`src/sv/rfr_pkg.sv`:
```
`timescale 1ns / 1ps

package rfr_pkg;

    // Built frame size limits and the width of the size registers
    localparam int MAX_WIDTH  = 256;
    localparam int MAX_HEIGHT = 256;
    localparam int SIZE_W     = 9;
    localparam int COL_W      = $clog2(MAX_WIDTH);
    localparam int ROW_W      = $clog2(MAX_HEIGHT);
    localparam int ADDR_W     = 1 + ROW_W + COL_W;
    localparam int MEM_DEPTH  = 2 ** ADDR_W;
    localparam int PIXEL_W    = 24;

    localparam logic [SIZE_W-1:0] MAX_W_SZ   = SIZE_W'(MAX_WIDTH);
    localparam logic [SIZE_W-1:0] MAX_H_SZ   = SIZE_W'(MAX_HEIGHT);
    localparam logic [SIZE_W-1:0] RESET_SIZE = SIZE_W'(256);

    // Output queue, depth is a power of two
    localparam int QUEUE_DEPTH = 4;
    localparam int QPTR_W      = $clog2(QUEUE_DEPTH);
    localparam int QCNT_W      = $clog2(QUEUE_DEPTH + 1);

    localparam int CFG_IDX_W = 1;

    typedef enum logic [CFG_IDX_W-1:0] {
        REG_FRAME_WIDTH  = 1'b0,
        REG_FRAME_HEIGHT = 1'b1
    } cfg_index_t;

    // Per-transaction command from the address generator to the back end
    typedef struct packed {
        logic [ADDR_W-1:0] wr_addr;
        logic [ADDR_W-1:0] rd_addr;
        logic              valid;
        logic              last;
    } front_cmd_t;

    typedef struct packed {
        logic [PIXEL_W-1:0] pixel;
        logic               valid;
        logic               last;
    } result_t;

    function automatic logic [SIZE_W-1:0] clamp_size(input logic [SIZE_W-1:0] v,
                                                     input logic [SIZE_W-1:0] max_v);
        logic [SIZE_W-1:0] r;
        r = v;
        if (v == '0)
            r = SIZE_W'(1);
        else if (v > max_v)
            r = max_v;
        return r;
    endfunction

endpackage

```
`src/sv/rfr_outq.sv`:
```
`timescale 1ns / 1ps

module rfr_outq (
    input  logic                         clk,
    input  logic                         rst_n,
    input  logic                         issue,
    input  logic                         issue_valid,
    input  logic                         issue_last,
    input  logic [rfr_pkg::PIXEL_W-1:0]  rd_data,
    output logic                         space,
    output logic                         result_valid,
    input  logic                         result_stall,
    output rfr_pkg::result_t             head
);

    logic                          pend_reg,  pend_next;
    logic                          mvalid_reg, mlast_reg;
    rfr_pkg::result_t              fifo_reg [rfr_pkg::QUEUE_DEPTH];
    logic [rfr_pkg::QPTR_W-1:0]    wptr_reg,  wptr_next;
    logic [rfr_pkg::QPTR_W-1:0]    rptr_reg,  rptr_next;
    logic [rfr_pkg::QCNT_W-1:0]    count_reg, count_next;
    rfr_pkg::result_t              entry;
    logic                          push, pop;

    // RAM data lands in the cycle after issue; a slot is reserved for it at issue time
    assign push = pend_reg;
    assign pop  = result_valid & ~result_stall;
    assign result_valid = count_reg != '0;
    assign space = (count_reg + rfr_pkg::QCNT_W'(pend_reg)) < rfr_pkg::QCNT_W'(rfr_pkg::QUEUE_DEPTH);
    assign head  = fifo_reg[rptr_reg];

    always_comb
    begin
        entry.pixel = mvalid_reg ? rd_data : '0;
        entry.valid = mvalid_reg;
        entry.last  = mlast_reg;
        pend_next   = issue;
        wptr_next   = push ? wptr_reg + rfr_pkg::QPTR_W'(1) : wptr_reg;
        rptr_next   = pop  ? rptr_reg + rfr_pkg::QPTR_W'(1) : rptr_reg;
        count_next  = count_reg + rfr_pkg::QCNT_W'(push) - rfr_pkg::QCNT_W'(pop);
    end

    always_ff @(posedge clk or negedge rst_n)
    begin
        if (!rst_n)
        begin
            pend_reg  <= 1'b0;
            wptr_reg  <= '0;
            rptr_reg  <= '0;
            count_reg <= '0;
        end
        else
        begin
            pend_reg  <= pend_next;
            wptr_reg  <= wptr_next;
            rptr_reg  <= rptr_next;
            count_reg <= count_next;
        end
    end

    always_ff @(posedge clk)
    begin
        if (issue)
        begin
            mvalid_reg <= issue_valid;
            mlast_reg  <= issue_last;
        end
        if (push)
            fifo_reg[wptr_reg] <= entry;
    end

endmodule

```
`config.mk`:
```
export PLATFORM = sky130hd
export DESIGN_NAME = rfr_outq
export DESIGN_NICKNAME = d
export VERILOG_FILES = /design/src/sv/rfr_pkg.sv /design/src/sv/rfr_outq.sv
export SDC_FILE = /design/constraint.sdc
export NUM_CORES = 1
export LEC_CHECK = 0
export BUFFER_PORTS_ARGS = -buffer_cell sky130_fd_sc_hd__buf_2
export CAP_MARGIN = 10
export CORE_MARGIN = 2
export CORE_UTILIZATION = 50
export DETAILED_ROUTE_END_ITERATION = 16
export PLACE_DENSITY_LB_ADDON = 0.05
export SLEW_MARGIN = 40
export SYNTH_ARGS = -nofsm -noshare
export SYNTH_HDL_FRONTEND = slang
export SYNTH_SLANG_ARGS = --single-unit
```
`constraint.sdc`:
```
create_clock -name clk -period 4.7 [get_ports clk]
set_clock_uncertainty 0.05 [all_clocks]
set_input_delay 0.47 -clock clk [delete_from_list [all_inputs] [get_ports clk]]
set_output_delay 0.47 -clock clk [all_outputs]
set_load 0.02 [all_outputs]
```
==> metrics.md <==
| Metric | Value |
|---|---|
| Post-route setup TNS | 0 ns |
| Synth area leader | sky130_fd_sc_hd__edfxtp_1 |
| Status | completed |
| Class of the most critical setup path | reg2out |
| Starting density of the core | 51.20% |
| Core Region | a little under 0.009 mm2 |
| Via-to-Cell Ratio | 5.234 |
| Count of final setup violators | 0 |
| CTS tree | done |
| Level count of the clock H-tree | 4 |
| Met1 routing resource usage after global routing | 22.24% |
| Port Buf Inserts | 57 |
| Area of all placed cells without fillers | 0.005473 mm2 |
| Max reg flops | approximately 100 |
| Sequential Power Share | 39.5% |
| Overall routing resource usage | 16.88% |
| Arrival @ worst endpoint | 2.11 ns |
| Final #Nets | 314 |
| DR DRC count | 0 |
| Via count of the first global-routing pass | 2168 |
| Ranking of synthesized cells by area | sky130_fd_sc_hd__edfxtp_1, sky130_fd_sc_hd__mux4_2, sky130_fd_sc_hd__mux4_1, sky130_fd_sc_hd__dfrtp_1, sky130_fd_sc_hd__and2_1 |
| Top cell type's share of synthesized area | 71.64% |
| CP Launch Type | flop |
| Final critical delay including setup and external delays | 2.627 ns |
| Switching Power | 1102 uW |
| Total gr overflow | 0 |
| Worst path top cell family by delay | flip-flops |
| Total vias in the final route | 2078 |
| CTS root buf | sky130_fd_sc_hd__clkbuf_8 |
| Standby leakage power | around 0.0020 uW |
| Number of antenna violations at the first check in global routing | 0 |
| Post-Syn Area | 0.004443 mm2 |
| Number of buffers inserted during clock tree synthesis | 17 |
| Avg Cell Area, Syn | 22.10 um2 |
| Post-synthesis instance total | approximately 200 |
| Number of maximum-capacitance constraint violations | 0 |
| Worst Tran Pin Value | 0.5494 ns |
| CP Capture Type | primary output |
| Layout cell share with drive strength beyond 1 | ~40% |
| Areal power density over the cells | 680.0 mW/mm2 |
| Cell Rows | 34 |
| DP HPWL | roughly 4100 um |
| Detail-routed net length per standard cell | 18.58 um |
| Portion of the clock cycle consumed by the worst path in the final layout | 55.90% |
| Yosys warning total | 0 |
| Clock transition at the registers of the reported paths | about 0.06 ns |
| Die X-Extent | 98.27 um |
| Cell-by-cell listing of the critical path | mux4_1, buf_2 |
| Critical Path Max Stage Delay | 0.79 ns |
| Clock Power Share | 35.4% |
| Starting DRC count in detailed routing | 96 |
| Worst-path cell with the longest stage delay | sky130_fd_sc_hd__dfrtp_4 |
| Unrepaired setup endpoints after global routing | false |
| Antenna Violating Nets Remaining | 0 |
| Hold Path Class | in2reg |
| Final hold violation count | 0 |
| TritonRoute pass-1 iters | 5 |
| Buffers inserted by post-CTS timing repair | 0 |
| Int Pwr | ~2600 uW |
| Net switching fraction of the power | 29.62% |
| Number of clock sinks | 114 |
| Total cell area at the placement stage | roughly 0.0048 mm2 |
| Largest voltage drop on the vdd net | 323.8 uV |
| GR Layer Usage met2 | 25.61% |
| Maximum root-to-sink buffer count | 2 |
| Number of antenna cells inserted | 0 |
| Clock latency on the worst-skew pair | just over 0.5 ns |
| Wire length of the first global-routing pass | 11600 um |
| Die Footprint | 0.009656 mm2 |
| Maximum number of pins on one net before global-route repair | 29 |
| I/O Pins | 58 |
| Combinational cell fraction of total power | around a quarter |
| Layout overhead on the synthesized area | 23.18% |
| Highest achievable clock rate | 380.6 MHz |
| Sequential area share after synthesis | 76.15% |
| Crit path required time | 4.18 ns |
| Count of distinct cell types in the synthesized netlist | 18 |
| Critical path peak fanout | 28 |
| Routability Congestion | 0.6340 |
| Count of buffer and inverter cells on the critical path | 1 |
| GRT Max-Usage Layer | met2 |
| Number of storage elements in the synthesis netlist | 114 |
| Slew headroom | 63.38% |
| Floorplan die height | 98.27 um |
| Detailed-route wire length | 7377 um |
| Global routing met3 resource utilization | between 6 and 7% |
| Post-synthesis net count | 239 |
| Total count of max-transition violations in the final report | 0 |
==> synth_stat cells (all sizes together) <==
master and instances:
buf 6, xnor2 2, and2 28, xor2 3, nor3b 1, mux4 26
ha 8, clkbuf 2, inv 7, edfxtp 106, nor2 1, nand2 1
nor3 1, o21ai 1, dfrtp 8
==> layout by cell type (no fill, tap or decap), types with 4 or more instances in the layout <==
master / synthesis / routed
sky130_fd_sc_hd__mux4_2: 18 / 18
sky130_fd_sc_hd__clkinv_4: 0 / 4
sky130_fd_sc_hd__mux4_1: 8 / 8
sky130_fd_sc_hd__and2_1: 28 / 28
sky130_fd_sc_hd__ha_1: 8 / 8
sky130_fd_sc_hd__buf_4: 0 / 5
sky130_fd_sc_hd__bufinv_16: 0 / 4
sky130_fd_sc_hd__edfxtp_1: 106 / 106
sky130_fd_sc_hd__clkbuf_16: 0 / 16
sky130_fd_sc_hd__dfrtp_1: 8 / 7
sky130_fd_sc_hd__inv_1: 7 / 7
sky130_fd_sc_hd__buf_2: 3 / 57
==> stage by stage <==
| stage | utilization (%) | total power [uW] | cells | hold WS [ns] | setup WS [ns] |
|---|---|---|---|---|---|
| after detailed placement | 55.80 | 2448 | 364 | 0.2722 | 2.583 |
| after floorplan | - | 2176 | 201 | 0.1244 | 2.927 |
| final | 63.06 | 3722 | 397 | 0.05870 | 2.073 |
| after global placement | 55.64 | 2434 | 363 | 0.2736 | 2.367 |
| after CTS | 63.06 | 3773 | 397 | 0.03485 | 2.013 |
| after global routing | 63.06 | 3895 | 397 | 0.04087 | 1.956 |
==> area by class of cell <==
| cell class | count | area, um2 |
|---|---|---|
| fill | 631 | 3206 |
| clock inverter | 15 | 206.4 |
| sequential | 114 | 3387 |
| clock buffer | 17 | 414.1 |
| tap | 108 | 135.1 |
| multi-input combinational | 72 | 959.7 |
| timing repair buffer | 64 | 344.1 |
| inverter | 7 | 26.28 |
==> cells by family (layout without fill, tap and decap cells) <==
kind of cell             count (synthesis)  count (layout)  synth area share [%]
AND/OR/NAND/NOR                         32              32                 4.393
adder cells (fa/ha/maj)                  8               8                 2.253
flip-flops                             114             114                 76.15
buffers and inverters                   15             103                 2.253
multiplexers                            26              26                 13.86
XOR/XNOR                                 5               5                0.9858
AO/OA/AOI/OAI                            1               1                0.1125
==> worst paths after layout <==
check / startpoint / end / slack [ns] / cells past startpoint
setup / recovery: rptr_reg[0] / head[23] / 2.07 / 2
hold / removal: issue / pend_reg / 0.06 / 1
setup reg to reg: wptr_reg[0] / fifo_reg[0][10] / 3.12 / 4
hold reg to reg: rptr_reg[1] / rptr_reg[1] / 0.42 / 1
max in group asynchronous: rst_n / rptr_reg[0] / 4.14 / 2
min in group asynchronous: rst_n / count_reg[0] / 0.27 / 2
==> layer usage <==
| layer | vias to the layer above | share of wire [%] |
|---|---|---|
| met5 | - | 0 |
| met4 | 0 | 1.1 |
| met3 | 8 | 4.4 |
| met2 | 56 | 48 |
| met1 | 1055 | 46 |
| li1 | 959 | - |
==> power groups by stage <==
stage	logic (uW)	registers [uW]	clock network, uW
floorplan	775	1400	0
global placement	944	1490	0
detailed placement	953	1500	0
CTS	956	1480	1340
global route	1010	1500	1380
finish	936	1470	1320
==> what timing repair did <==
item / in CTS / in global routing
gates resized for setup: 0 / 0
endpoints found under the hold margin: 8 / 0
hold buffers: 1 / 0
(Power assumes the default switching activity.)
