<file path="src/sv/rfr_pkg.sv">
`timescale 1ns / 1ps

package rfr_pkg;

    // Built frame size limits and the width of the size registers
    localparam int MAX_WIDTH  = 256;
    localparam int MAX_HEIGHT = 256;
    localparam int SIZE_W     = 9;
    localparam int COL_W      = $clog2(MAX_WIDTH);
    localparam int ROW_W      = $clog2(MAX_HEIGHT);
    localparam int ADDR_W     = 1 + ROW_W + COL_W;
    localparam int MEM_DEPTH  = 2 ** ADDR_W;
    localparam int PIXEL_W    = 24;

    localparam logic [SIZE_W-1:0] MAX_W_SZ   = SIZE_W'(MAX_WIDTH);
    localparam logic [SIZE_W-1:0] MAX_H_SZ   = SIZE_W'(MAX_HEIGHT);
    localparam logic [SIZE_W-1:0] RESET_SIZE = SIZE_W'(256);

    // Output queue, depth is a power of two
    localparam int QUEUE_DEPTH = 4;
    localparam int QPTR_W      = $clog2(QUEUE_DEPTH);
    localparam int QCNT_W      = $clog2(QUEUE_DEPTH + 1);

    localparam int CFG_IDX_W = 1;

    typedef enum logic [CFG_IDX_W-1:0] {
        REG_FRAME_WIDTH  = 1'b0,
        REG_FRAME_HEIGHT = 1'b1
    } cfg_index_t;

    // Per-transaction command from the address generator to the back end
    typedef struct packed {
        logic [ADDR_W-1:0] wr_addr;
        logic [ADDR_W-1:0] rd_addr;
        logic              valid;
        logic              last;
    } front_cmd_t;

    typedef struct packed {
        logic [PIXEL_W-1:0] pixel;
        logic               valid;
        logic               last;
    } result_t;

    function automatic logic [SIZE_W-1:0] clamp_size(input logic [SIZE_W-1:0] v,
                                                     input logic [SIZE_W-1:0] max_v);
        logic [SIZE_W-1:0] r;
        r = v;
        if (v == '0)
            r = SIZE_W'(1);
        else if (v > max_v)
            r = max_v;
        return r;
    endfunction

endpackage

</file>
<file path="src/sv/rfr_front.sv">
`timescale 1ns / 1ps

module rfr_front (
    input  logic                             clk,
    input  logic                             rst_n,
    input  logic                             cfg_we,
    input  logic [rfr_pkg::CFG_IDX_W-1:0]    cfg_index,
    input  logic [rfr_pkg::SIZE_W-1:0]       cfg_data,
    input  logic                             accept,
    output rfr_pkg::front_cmd_t              cmd
);

    logic [rfr_pkg::SIZE_W-1:0] width_reg,  width_next;
    logic [rfr_pkg::SIZE_W-1:0] height_reg, height_next;
    logic [rfr_pkg::COL_W-1:0]  wc_reg,     wc_next;
    logic [rfr_pkg::ROW_W-1:0]  wr_reg,     wr_next;
    logic [rfr_pkg::COL_W-1:0]  ror_reg,    ror_next;
    logic [rfr_pkg::ROW_W-1:0]  roc_reg,    roc_next;
    logic                       bank_reg,   bank_next;
    logic                       active_reg, active_next;
    logic [rfr_pkg::SIZE_W-1:0] rd_w_reg,   rd_w_next;
    logic [rfr_pkg::SIZE_W-1:0] rd_h_reg,   rd_h_next;

    logic [rfr_pkg::SIZE_W-1:0] w, h;
    logic [rfr_pkg::COL_W-1:0]  wc_eff;
    logic [rfr_pkg::ROW_W-1:0]  wr_eff;
    logic [rfr_pkg::SIZE_W-1:0] wc_inc, wr_inc, ror_inc, roc_inc, src_row;
    logic                       col_wrap, row_wrap, ror_wrap, roc_wrap;

    always_comb
    begin
        width_next  = width_reg;
        height_next = height_reg;
        if (cfg_we)
        begin
            unique case (cfg_index)
                rfr_pkg::REG_FRAME_WIDTH:  width_next  = cfg_data;
                rfr_pkg::REG_FRAME_HEIGHT: height_next = cfg_data;
            endcase
        end
    end

    assign w = rfr_pkg::clamp_size(width_reg,  rfr_pkg::MAX_W_SZ);
    assign h = rfr_pkg::clamp_size(height_reg, rfr_pkg::MAX_H_SZ);

    // A size shrunk mid-frame leaves a counter beyond the limit: restart it at zero
    assign wc_eff = (rfr_pkg::SIZE_W'(wc_reg) >= w) ? '0 : wc_reg;
    assign wr_eff = (rfr_pkg::SIZE_W'(wr_reg) >= h) ? '0 : wr_reg;
    assign wc_inc = rfr_pkg::SIZE_W'(wc_eff) + rfr_pkg::SIZE_W'(1);
    assign wr_inc = rfr_pkg::SIZE_W'(wr_eff) + rfr_pkg::SIZE_W'(1);
    assign col_wrap = wc_inc >= w;
    assign row_wrap = wr_inc >= h;

    // Rotated readout: output row = source column, output column counts source rows upward
    assign src_row  = rd_h_reg - rfr_pkg::SIZE_W'(1) - rfr_pkg::SIZE_W'(roc_reg);
    assign roc_inc  = rfr_pkg::SIZE_W'(roc_reg) + rfr_pkg::SIZE_W'(1);
    assign ror_inc  = rfr_pkg::SIZE_W'(ror_reg) + rfr_pkg::SIZE_W'(1);
    assign roc_wrap = roc_inc >= rd_h_reg;
    assign ror_wrap = ror_inc >= rd_w_reg;

    always_comb
    begin
        cmd.wr_addr = {bank_reg, wr_eff, wc_eff};
        cmd.rd_addr = {~bank_reg, src_row[rfr_pkg::ROW_W-1:0], ror_reg};
        cmd.valid   = active_reg;
        cmd.last    = active_reg & roc_wrap & ror_wrap;
    end

    always_comb
    begin
        wc_next     = wc_reg;
        wr_next     = wr_reg;
        ror_next    = ror_reg;
        roc_next    = roc_reg;
        bank_next   = bank_reg;
        active_next = active_reg;
        rd_w_next   = rd_w_reg;
        rd_h_next   = rd_h_reg;
        if (accept)
        begin
            if (active_reg)
            begin
                if (roc_wrap)
                begin
                    roc_next = '0;
                    if (ror_wrap)
                    begin
                        ror_next    = '0;
                        active_next = 1'b0;
                    end
                    else
                    begin
                        ror_next = ror_inc[rfr_pkg::COL_W-1:0];
                    end
                end
                else
                begin
                    roc_next = roc_inc[rfr_pkg::ROW_W-1:0];
                end
            end
            if (col_wrap)
            begin
                wc_next = '0;
                if (row_wrap)
                begin
                    // frame complete: swap banks, restart readout with this geometry
                    wr_next     = '0;
                    bank_next   = ~bank_reg;
                    rd_w_next   = w;
                    rd_h_next   = h;
                    ror_next    = '0;
                    roc_next    = '0;
                    active_next = 1'b1;
                end
                else
                begin
                    wr_next = wr_inc[rfr_pkg::ROW_W-1:0];
                end
            end
            else
            begin
                wc_next = wc_inc[rfr_pkg::COL_W-1:0];
            end
        end
    end

    always_ff @(posedge clk or negedge rst_n)
    begin
        if (!rst_n)
        begin
            width_reg  <= rfr_pkg::RESET_SIZE;
            height_reg <= rfr_pkg::RESET_SIZE;
            wc_reg     <= '0;
            wr_reg     <= '0;
            ror_reg    <= '0;
            roc_reg    <= '0;
            bank_reg   <= 1'b0;
            active_reg <= 1'b0;
            rd_w_reg   <= '0;
            rd_h_reg   <= '0;
        end
        else
        begin
            width_reg  <= width_next;
            height_reg <= height_next;
            wc_reg     <= wc_next;
            wr_reg     <= wr_next;
            ror_reg    <= ror_next;
            roc_reg    <= roc_next;
            bank_reg   <= bank_next;
            active_reg <= active_next;
            rd_w_reg   <= rd_w_next;
            rd_h_reg   <= rd_h_next;
        end
    end

endmodule

</file>
<file path="config.mk">
export PLATFORM = sky130hd
export DESIGN_NAME = rfr_front
export DESIGN_NICKNAME = d
export VERILOG_FILES = /design/src/sv/rfr_pkg.sv /design/src/sv/rfr_front.sv
export SDC_FILE = /design/constraint.sdc
export NUM_CORES = 1
export LEC_CHECK = 0
export BUFFER_PORTS_ARGS = -buffer_cell sky130_fd_sc_hd__buf_2
export CAP_MARGIN = 20
export CORE_MARGIN = 4
export CORE_UTILIZATION = 54
export CTS_CLUSTER_DIAMETER = 100
export CTS_CLUSTER_SIZE = 20
export DETAILED_ROUTE_END_ITERATION = 16
export PLACE_DENSITY = 0.77
export SETUP_SLACK_MARGIN = 0.3
export SLEW_MARGIN = 15
export SYNTH_ARGS = -nofsm -noshare
export SYNTH_HDL_FRONTEND = slang
export SYNTH_SLANG_ARGS = --single-unit
</file>
<file path="constraint.sdc">
create_clock -name clk -period 4.7 [get_ports clk]
set_clock_uncertainty 0.1 [all_clocks]
set_input_delay 0.47 -clock clk [delete_from_list [all_inputs] [get_ports clk]]
set_output_delay 0.47 -clock clk [all_outputs]
set_load 0.01 [all_outputs]
</file>
==> impl_results.md, run 1 <==
* Status: complete, no violations
* Syn Area/Cell at 9.662 µm²
* Routed Wire Length at 12520 µm
* CTS clk-pin slew, worst paths at 0.08 ns
* Placed Area at 5419 µm²
* Cells after synthesis at 514
* Sink Count at 70
* Synth top cells by count: dfrtp_1 (68), ha_1 (63), inv_1 (40), nand2_1 (40), nor2_1 (31)
* GRT Total Usage at 0.2283
* Pwr per Cell Area at 610.5 nW/µm²
* First-pass DRT Iterations at 5
* Largest net degree at the start of global routing at 57
* Critical Path RT at 4.88 ns
* Syn. warnings at 0
* Yosys top cell area share at 0.3427
* RSZ-0062 raised after global routing: true
* Seq/Total Area, Yosys at 0.3532
* Number of global-route vias before repair at 4294
* CP Launch Type: flop
* Vias at 4232
* Area leader, netlist: dfrtp_1
* Relative slew slack at 0.4985
* Crit Path Max Fanout at 5
* Antenna-violating nets left at 0
* Wire length per cell at 17.68 µm
* Clk Latency, worst-skew pair at 0.35 ns
* Top Ports at 50
* Row cnt at 34
* Area delta synth->final at 19.85%
* Final Hold Fails at 0
* CTS Buffer Depth at 2
* Final #Nets at 673
* Initial antenna violation count at 0
* Synth top area cells: dfrtp_1 (34%), ha_1 (16%), mux2_2 (4.5%), xnor2_1 (4.2%), mux2i_1 (3.6%)
* Clock H-tree levels at 3
* Minimum clock period at 4.584 ns
* Residual DRC at 0
* IO buf count at 49
* Fillers at 710
* HPWL Detailed at 9084 µm
* Initial core utilization at 0.5612
* Achievable Freq at 218.1 MHz
* Worst vdd ir at 0.4322 mV
* FF/Latch Area at 1754 µm²
* Routability cong. at 0.9304
* Final Non-Filler Cells at 708
* Core ar. at 8848 µm²
* Clk root buf: clkbuf_8
* Fin crit share at 0.9754
* Horiz. Die Dim at 103.9 µm
* Die Ht at 103.9 µm
* Diodes inserted at 0
* Count leader, synth: dfrtp_1
* GRT overflow at 0
* Final setup vio count at 0
* Async set or reset register ratio after synthesis at 1.000
* Main flop type after synthesis: dfrtp_1
* Avg Vias per Cell at 5.977
* Worst Setup End Kind: flop
* Core Util, Final at 0.6727
* Worst Path Class, Setup: flop to flop
* Mapped Area at 4966 µm²
* Pwr Total at 3.633 mW
* Multi-input gate area at 3194 µm²
* Max-cap violation count at 0
* Post-synth EDFFs at 0
* Crit path DAT at 4.77 ns
* Worst hold margin at 0.2655 ns
* Hold Crit Class: input port to flop
* Leakage at 2.849 nW
* Total CTS buffers at 9
* Pins over their slew limit at 0
* Syn nets at 592
* CTS tree: built
* Post-synthesis register bit count at 70
* Die area at 10790 µm²
* Ratio of cells with drive above 1 in the final layout at 0.2583
* Post-route cell area at 5952 µm²
* First-pass GRT wire length at 20470 µm
* Library cells used by synthesis at 55
* Initial detailed-routing violation count at 179
* Inst Count DP at 668
* Slew at the pin closest to its max-slew limit at 0.7507 ns
[stage by stage]
step	TNS [ns]	setup WS, ns
2_1_floorplan	0	0.1931
4_1_cts	0	0.2079
3_5_place_dp	-0.01807	-0.01807
3_3_place_gp	0	0.06756
5_1_grt	-1.317	-0.1086
6_report	0	0.1156
[where the power goes]
group	switching (mW)	internal (mW)	total, mW
Sequential	0.181	0.773	0.953
Clock	0.234	0.234	0.468
Combinational	1.21	1.00	2.21
Total	1.62	2.01	3.63
[cells in the final DEF (no fill, tap or decap), drive strengths merged, types with 3 or more instances in the layout]
| cell | count |
|---|---|
| a211oi | 5 |
| a21o | 9 |
| a21oi | 21 |
| a221o | 3 |
| a22o | 5 |
| and2 | 14 |
| and3 | 9 |
| buf | 81 |
| clkbuf | 13 |
| clkinv | 5 |
| dfrtp | 68 |
| ha | 63 |
| inv | 40 |
| mux2 | 20 |
| mux2i | 18 |
| nand2 | 40 |
| nand2b | 5 |
| nand3 | 21 |
| nand4 | 3 |
| nor2 | 32 |
| nor2b | 7 |
| nor3 | 13 |
| nor4 | 4 |
| o211ai | 3 |
| o21ai | 18 |
| o221ai | 4 |
| o2bb2ai | 5 |
| o32ai | 6 |
| or4b | 3 |
| xnor2 | 24 |
| xor2 | 10 |
[worst paths after layout]
kind | startpoint | end | slack, ns | cells after the start
max | width_reg[7]$_DFFE_PN0P_ | ror_reg[4]$_DFFE_PN0P_ | 0.12 | 22
min | cfg_data[8] | width_reg[8]$_DFFE_PN1P_ | 0.27 | 3
max reg2reg | width_reg[7]$_DFFE_PN0P_ | ror_reg[4]$_DFFE_PN0P_ | 0.12 | 22
min reg2reg | width_reg[0]$_DFFE_PN0P_ | width_reg[0]$_DFFE_PN0P_ | 0.43 | 1
max in group asynchronous | rst_n | height_reg[5]$_DFFE_PN0P_ | 3.01 | 3
min in group asynchronous | rst_n | roc_reg[4]$_DFFE_PN0P_ | 0.45 | 2
[critical path, cell delays in order, from the launching register on]
cell and delay, ns:
dfrtp_1 0.43, nor4_4 0.30, a21oi_1 0.10, nor2_1 0.15, ha_1 0.15, nand2b_1 0.09
a211oi_1 0.06, or4_4 0.43, a21oi_4 0.23, nor2_4 0.07, ha_4 0.18, nand3_4 0.08
xnor2_2 0.11, nor2_1 0.07, ha_1 0.29, buf_4 0.14, a21o_1 0.19, a211oi_2 0.17
o211ai_1 0.26, buf_4 0.24, and3_2 0.27, nor4_1 0.26, a311o_1 0.17
[logic make-up (layout without fill, tap and decap cells)]
logic type	count (synthesis)	in the layout	share of synthesized area
buffers and inverters	56	141	0.04510
flip-flops	70	70	0.3532
AO/OA/AOI/OAI	97	97	0.1413
AND/OR/NAND/NOR	155	156	0.1560
multiplexers	38	38	0.08163
XOR/XNOR	34	34	0.05996
adder cells (fa/ha/maj)	64	64	0.1628
[cell type report]
| type | count | area share |
|---|---|---|
| well taps | 108 | 0.02270 |
| clock inverters | 3 | 0.002943 |
| flip-flops and latches | 70 | 0.2947 |
| inverters | 43 | 0.02754 |
| multi-input cells | 389 | 0.5367 |
| repair buffers | 82 | 0.08703 |
| clock buffers | 13 | 0.02838 |
[repair_timing]
item                       in CTS  in global routing
gates resized for setup        22                 14
cloned                          0                  1
hold endpoints to repair       14                  0
pin swaps                      20                 15
hold buffers                    1                  0
buffers inserted               13                  9
setup endpoints to repair      44                 52
[per-layer routing]
layer | global-route usage | up-vias | wire (µm)
met3 | 0.03973 | 14 | 653
met5 | 0 | - | 0
met1 | 0.3008 | 2075 | 5514
met2 | 0.3904 | 128 | 6220
li1 | - | 2015 | -
met4 | 0.05793 | 0 | 131
No activity file was read; power rests on OpenSTA's default activity.
==> run 2: changes to the inputs <==
--- a/config.mk
+++ b/config.mk
@@ -8,11 +8,12 @@
 export BUFFER_PORTS_ARGS = -buffer_cell sky130_fd_sc_hd__buf_2
 export CAP_MARGIN = 20
 export CORE_MARGIN = 4
-export CORE_UTILIZATION = 54
+export CORE_UTILIZATION = 56
+export CTS_BUF_LIST = sky130_fd_sc_hd__clkbuf_2
 export CTS_CLUSTER_DIAMETER = 100
 export CTS_CLUSTER_SIZE = 20
 export DETAILED_ROUTE_END_ITERATION = 16
-export PLACE_DENSITY = 0.77
+export PLACE_DENSITY = 0.79
 export SETUP_SLACK_MARGIN = 0.3
 export SLEW_MARGIN = 15
 export SYNTH_ARGS = -nofsm -noshare
==> run 2 against run 1 <==
Against the previous run:
- core utilization grew 1.1 points
- global-route usage grew 1.8 points
- hold slack lost 0.21 ns
- flip-flop and latch count is the same
- register-to-register slack lost 0.04 ns
- die area shrank 3.3%
- first-iteration DRC count grew 24%
- wire length grew 2.5%
- worst setup slack lost 0.037 ns
==> impl_results.md, run 2 (synthesis gave the netlist of run 1 again) <==
* Status: complete, no violations
* FF/Latch Area at 1754 µm² (unchanged)
* Initial core utilization at 0.5722 (+0.01100)
* Vias at 4371 (+3.3%)
* Clock H-tree levels at 3 (unchanged)
* Horiz. Die Dim at 102.2 µm (-1.7%)
* Commonest cells after routing, fill and taps aside: dfrtp_1 (68), ha_1 (61), buf_2 (49), inv_1 (40), nand2_1 (35)
* HPWL Detailed at 8865 µm (-2.4%)
* Final Non-Filler Cells at 707 (-0.14%)
* Largest stage delay, worst path at 0.45 ns (+0.02 ns)
* Multi-input gate area at 3221 µm² (+0.82%)
* Final setup vio count at 0 (unchanged)
* Critical Path RT at 5.06 ns (+0.18 ns)
* Residual DRC at 0 (unchanged)
* Max-cap violation count at 0 (unchanged)
* Pins over their slew limit at 0 (unchanged)
* Hold path depth at 2 (-1)
* Commonest non-fill, non-tap cell in the layout: dfrtp_1
* Ratio of cells with drive above 1 in the final layout at 0.2705 (+0.01212)
* Sw power at 1.640 mW (+1.0%)
* CTS Buffer Depth at 2 (unchanged)
* GRT Total Usage at 0.2463 (+0.01799)
* Hold Path End: width_reg[3]$_DFFE_PN0P_
* Wire length per cell at 18.14 µm (+2.6%)
* Worst Path Class, Setup: flop to flop
* Crit path DAT at 4.98 ns (+0.21 ns)
* First-pass GRT wire length at 20130 µm (-1.6%)
* Worst hold margin at 0.06002 ns (-0.2055 ns)
* Achievable Freq at 216.4 MHz (-0.80%)
* Core ar. at 8678 µm² (-1.9%)
* Inst Count DP at 669 (+0.15%)
* Setup TNS at 0 ns (unchanged)
* Clk Latency, worst-skew pair at 0.55 ns (+0.20 ns)
* Total CTS buffers at 9 (unchanged)
* CP Launch Type: flop
* Critical R2R Capture: rd_w_reg[3]$_DFFE_PN0P_
* Post-route cell area at 5937 µm² (-0.25%)
* Largest net degree at the start of global routing at 57 (unchanged)
* Top Ports at 50 (unchanged)
* Hold Startpoint: cfg_data[3]
* IO buf count at 49 (unchanged)
* First-pass DRT Iterations at 5 (unchanged)
* Reg-to-Reg Start: width_reg[7]$_DFFE_PN0P_
* Fin crit share at 0.9833 (+0.007888)
* GRT overflow at 0 (unchanged)
* Relative slew slack at 0.5003 (+0.001822)
* Die Ht at 102.2 µm (-1.7%)
* Number of global-route vias before repair at 4287 (-0.16%)
* Placed Area at 5426 µm² (+0.14%)
* Routability cong. at 0.9466 (+1.7%)
* Hold Crit Class: input port to flop
* Final #Nets at 672 (-0.15%)
* Area delta synth->final at 19.55%
* Cell Int Power at 1.947 mW (-3.1%)
* Sink Count at 70 (unchanged)
* Combinational share of power at 0.620 (+0.011)
* RSZ-0062 raised after global routing: true
* Worst reg2reg path depth at 21 (-4.5%)
* CTS clk-pin slew, worst paths at 0.21 ns (+0.13 ns)
* Sw frac at 0.4572 (+0.01045)
* Slowest CP cell: dfrtp_1
* Slew at the pin closest to its max-slew limit at 0.7480 ns (-0.002727 ns)
* Pwr per Cell Area at 604.3 nW/µm² (-1.0%)
* Crit Path Max Fanout at 7 (+2)
* Die area at 10440 µm² (-3.3%)
* Sequential power share at 0.266 (+0.004)
* Initial antenna violation count at 0 (unchanged)
* Pwr Total at 3.587 mW (-1.3%)
* CTS tree: built
* Minimum clock period at 4.621 ns (+0.03707 ns)
* Avg Vias per Cell at 6.182 (+3.4%)
* Row cnt at 34 (unchanged)
* Fillers at 669 (-5.8%)
* Clk network pwr share at 0.113 (-0.016)
* Worst Setup End Kind: flop
* Clk root buf: clkbuf_2
* Initial detailed-routing violation count at 222 (+24%)
* Diodes inserted at 0 (unchanged)
* Antenna-violating nets left at 0 (unchanged)
* Leakage at 2.834 nW (-0.55%)
* Crit-path cells: nor4_2 -> a21oi_1 -> nor2_1 -> ha_1 -> nand2b_4 -> a211oi_2 -> or4_4 -> a21oi_4 -> nor2_4 -> ha_4 -> nand3_4 -> xnor2_2 -> nor2_1 -> ha_1 -> and3_4 -> nand3_2 -> o211ai_1 -> nand3_2 -> nor2_4 -> buf_4 -> mux2i_1
* Final Hold Fails at 0 (unchanged)
* Routed Wire Length at 12830 µm (+2.5%)
* Worst vdd ir at 0.4485 mV (+3.8%)
* Reg2reg setup slack at 0.08 ns (-0.04 ns)
-- run 2: cell types whose count changed in the layout (fill, tap and decap cells not counted), moves of 2 or more --
cell       before  now
clkbuf_8       12    0
clkbuf_2        0    9
a21oi_1        19   17
a21oi_2         1    3
buf_4          26   24
buf_6           6    8
bufinv_16       0    2
nor2_2          0    2
-- run 2: power groups by stage --
stage | clock (mW) | combinational, mW | sequential (mW)
finish | 0.407 | 2.23 | 0.955
global route | 0.435 | 2.47 | 0.973
CTS | 0.407 | 2.10 | 0.944
detailed placement | 0 | 1.97 | 0.954
global placement | 0 | 1.90 | 0.946
floorplan | 0 | 1.46 | 0.902
-- run 2: area by class of cell --
class                           instances  share of cell area
Multi-Input combinational cell        388              0.5425
Tap cell                              108             0.02276
Timing Repair Buffer                   82             0.08851
Inverter                               43             0.02824
Sequential cell                        70              0.2955
Clock buffer                            9            0.007587
Clock inverter                          7             0.01496
-- run 2: metal layers --
layer / GRT usage / wire length, µm
met1: 0.3200 / 5387
met2: 0.4128 / 6324
met3: 0.03686 / 781
met4: 0.1009 / 334
met5: 0 / 0
-- run 2: critical path, delay by kind of cell (launching register included) --
kind / cells / cell delay, ns
compound gates: 4 / 0.84
buf+inv: 1 / 0.20
simple gates: 11 / 2.00
fa+ha+maj: 3 / 0.66
flops: 1 / 0.45
xor+xnor: 1 / 0.11
mux: 1 / 0.20
-- run 2: worst max-delay path by stage --
| stage | from | slack (ns) | endpoint |
|---|---|---|---|
| finish | width_reg[7]$_DFFE_PN0P_ | 0.08 | rd_w_reg[3]$_DFFE_PN0P_ |
| global route | width_reg[7]$_DFFE_PN0P_ | -0.13 | rd_w_reg[3]$_DFFE_PN0P_ |
| CTS | width_reg[4]$_DFFE_PN0P_ | 0.28 | ror_reg[6]$_DFFE_PN0P_ |
| detailed placement | width_reg[7]$_DFFE_PN0P_ | 0.02 | rd_h_reg[0]$_DFFE_PN0P_ |
| global placement | width_reg[8]$_DFFE_PN1P_ | 0.11 | rd_h_reg[0]$_DFFE_PN0P_ |
| floorplan | width_reg[7]$_DFFE_PN0P_ | 0.19 | ror_reg[6]$_DFFE_PN0P_ |
-- run 2: metrics by stage --
| step | setup slack [ns] | utilization |
|---|---|---|
| 3_3_place_gp | 0.1088 | 0.6253 |
| 4_1_cts | 0.2820 | 0.6674 |
| 3_5_place_dp | 0.01769 | 0.6253 |
| 6_report | 0.07855 | 0.6841 |
| 2_1_floorplan | 0.1931 | - |
| 5_1_grt | -0.1260 | 0.6841 |
-- run 2: repair_timing --
action / in CTS / in global routing
buffers inserted: 15 / 6
endpoints found under the setup margin: 39 / 52
endpoints found under the hold margin: 14 / 0
hold buffers: 1 / 0
gates resized for setup: 24 / 21
pin swaps: 26 / 16
==> run 3: changes to the inputs <==
--- a/config.mk
+++ b/config.mk
@@ -13,9 +13,10 @@
 export CTS_CLUSTER_DIAMETER = 100
 export CTS_CLUSTER_SIZE = 20
 export DETAILED_ROUTE_END_ITERATION = 16
+export HOLD_SLACK_MARGIN = 0.15
 export PLACE_DENSITY = 0.79
 export SETUP_SLACK_MARGIN = 0.3
-export SLEW_MARGIN = 15
+export SLEW_MARGIN = 20
 export SYNTH_ARGS = -nofsm -noshare
 export SYNTH_HDL_FRONTEND = slang
 export SYNTH_SLANG_ARGS = --single-unit
==> run 3 against run 2 <==
Against the previous run:
- final area increased by 1.5%
- worst setup slack got worse by 0.022 ns
- global-route usage increased by 0.26 points
- via count decreased by 0.41%
- sequential power about the same
- cell count increased by 1.3%
- total power increased by 0.27%
- critical path depth unchanged
- clock power about the same
- register-to-register slack got worse by 0.02 ns
- core utilization increased by 1.0 points
- highest routed layer unchanged
- fmax decreased by 0.48%
==> impl_results.md, run 3 (synthesis gave the netlist of run 1 again) <==
* Number of global-route vias before repair at 4319 (+0.75%)
* CTS clk-pin slew, worst paths at 0.21 ns (about the same)
* Diodes inserted at 0 (unchanged)
* Worst Path Class, Setup: flop to flop
* RSZ-0062 raised after global routing: true
* First-pass DRT Iterations at 5 (unchanged)
* GRT overflow at 0 (unchanged)
* Wire length per cell at 18.13 µm (about the same)
* Worst reg2reg path depth at 21 (unchanged)
* First-pass GRT wire length at 20310 µm (+0.85%)
* Sw power at 1.645 mW (+0.30%)
* Residual DRC at 0 (unchanged)
* FF/Latch Area at 1754 µm² (unchanged)
* Total CTS buffers at 9 (unchanged)
* Ratio of cells with drive above 1 in the final layout at 0.2664 (-0.004003)
* Crit path max-delay family: simple AND/OR/NAND/NOR gates
* Leakage at 2.871 nW (+1.3%)
* Clock H-tree levels at 3 (unchanged)
* Worst Setup End Kind: flop
* Reg-to-Reg Start: width_reg[7]$_DFFE_PN0P_
* Sw frac at 0.4574 (about the same)
* Final Hold Fails at 0 (unchanged)
* Minimum clock period at 4.644 ns (+0.02244 ns)
* CP Launch Type: flop
* Commonest non-fill, non-tap cell in the layout: dfrtp_1
* Initial antenna violation count at 0 (unchanged)
* Largest net degree at the start of global routing at 57 (unchanged)
* Crit path DAT at 5.01 ns (+0.03 ns)
* Routed Wire Length at 12980 µm (+1.2%)
* Sink Count at 70 (unchanged)
* Pins over their slew limit at 0 (unchanged)
* Max-cap violation count at 0 (unchanged)
* Combinational share of power at 0.621 (about the same)
* Area delta synth->final at 21.37%
* Fin crit share at 0.9881 (+0.004775)
* Slew at the pin closest to its max-slew limit at 0.7676 ns (+0.01962 ns)
* Commonest cells after routing, fill and taps aside: dfrtp_1 (68), ha_1 (61), buf_2 (49), inv_1 (40), nand2_1 (35)
* Multi-input gate area at 3221 µm² (unchanged)
* Pwr per Cell Area at 596.9 nW/µm² (-1.2%)
* Top Ports at 50 (unchanged)
* Largest stage delay, worst path at 0.46 ns (about the same)
* Initial core utilization at 0.5722 (unchanged)
* Final #Nets at 681 (+1.3%)
* CTS tree: built
* Worst vdd ir at 0.4477 mV (-0.18%)
* Sequential power share at 0.266 (about the same)
* Status: complete, no violations
* Worst hold margin at 0.2368 ns (+0.1767 ns)
* Core ar. at 8678 µm² (unchanged)
* Clk network pwr share at 0.113 (about the same)
* Die Ht at 102.2 µm (unchanged)
* Die area at 10440 µm² (unchanged)
* Row cnt at 34 (unchanged)
* Critical Path RT at 5.07 ns (about the same)
* Slowest CP cell: dfrtp_1
* Worst path bufs/invs at 1 (unchanged)
* Horiz. Die Dim at 102.2 µm (unchanged)
* Antenna-violating nets left at 0 (unchanged)
* Fillers at 662 (-1.0%)
* Crit-path cells: nor4_2 -> a21oi_1 -> nor2_1 -> ha_1 -> nand2b_4 -> a211oi_2 -> or4_4 -> a21oi_4 -> nor2_4 -> ha_4 -> nand3_4 -> xnor2_2 -> nor2_1 -> ha_1 -> and3_4 -> nand3_2 -> o211ai_1 -> nand3_2 -> nor2_4 -> buf_4 -> mux2i_1
* IO buf count at 49 (unchanged)
* Initial detailed-routing violation count at 218 (-1.8%)
* Avg Vias per Cell at 6.080 (-1.7%)
* Critical R2R Capture: rd_w_reg[3]$_DFFE_PN0P_
* Relative slew slack at 0.4872 (-0.01311)
* Achievable Freq at 215.3 MHz (-0.48%)
* Reg2reg setup slack at 0.06 ns (-0.02 ns)
* GRT Total Usage at 0.2489 (+0.002587)
* Hold Crit Class: input port to asynchronous set/reset pin
* Clk root buf: clkbuf_2
* Clk Latency, worst-skew pair at 0.55 ns (about the same)
* Final Non-Filler Cells at 716 (+1.3%)
* CTS Buffer Depth at 2 (unchanged)
* Routability cong. at 0.9466 (unchanged)
* Final setup vio count at 0 (unchanged)
* Cell Int Power at 1.952 mW (+0.25%)
* Vias at 4353 (-0.41%)
* Inst Count DP at 669 (unchanged)
* Crit Path Max Fanout at 7 (unchanged)
* HPWL Detailed at 8865 µm (unchanged)
run 3: how the worst max path moves through the flow:
stage,from,end,cells past startpoint
4_1_cts,width_reg[4]$_DFFE_PN0P_,ror_reg[6]$_DFFE_PN0P_,19
3_3_place_gp,width_reg[8]$_DFFE_PN1P_,rd_h_reg[0]$_DFFE_PN0P_,18
5_1_grt,width_reg[7]$_DFFE_PN0P_,rd_w_reg[3]$_DFFE_PN0P_,21
6_report,width_reg[7]$_DFFE_PN0P_,rd_w_reg[3]$_DFFE_PN0P_,21
3_5_place_dp,width_reg[7]$_DFFE_PN0P_,rd_h_reg[0]$_DFFE_PN0P_,19
2_1_floorplan,width_reg[7]$_DFFE_PN0P_,ror_reg[6]$_DFFE_PN0P_,24
run 3: power by group through the flow:
stage,Clock [mW],Combinational (mW),Sequential (mW)
after global placement,0,1.90,0.946
after floorplan,0,1.46,0.902
after detailed placement,0,1.97,0.954
final,0.408,2.23,0.956
after global routing,0.435,2.47,0.973
after CTS,0.407,2.11,0.944
run 3: metrics by stage:
step	area (µm²)	power (mW)	setup WS, ns	setup TNS, ns	utilization
floorplan	5064	2.363	0.1931	0	-
detailed placement	5426	2.924	0.01769	0	0.6253
finish	6027	3.597	0.05611	0	0.6945
global route	6027	3.880	-0.1207	-2.724	0.6945
CTS	5882	3.457	0.2820	0	0.6778
global placement	5426	2.848	0.1088	0	0.6253
run 3: layout make-up:
type,count,share of cell area
inverters,43,0.02782
clock buffers,9,0.007474
flip-flops and latches,70,0.2911
repair buffers,91,0.1021
well taps,108,0.02242
multi-input cells,388,0.5344
clock inverters,7,0.01474
run 3: routing by layer:
| layer | wire length (µm) | track usage | part of all wire |
|---|---|---|---|
| met5 | 0 | 0 | 0 |
| met4 | 319 | 0.09990 | 0.025 |
| met3 | 725 | 0.03686 | 0.056 |
| met2 | 6496 | 0.4248 | 0.50 |
| met1 | 5437 | 0.3178 | 0.42 |
run 3: repair_timing:
action / 4_1_cts / 5_1_grt
endpoints found under the hold margin: 32 / 0
endpoints found under the setup margin: 39 / 52
setup buffers: 15 / 6
hold buffers: 10 / 0
pin swaps: 26 / 16
gates resized for setup: 24 / 21
gates cloned: 0 / 0
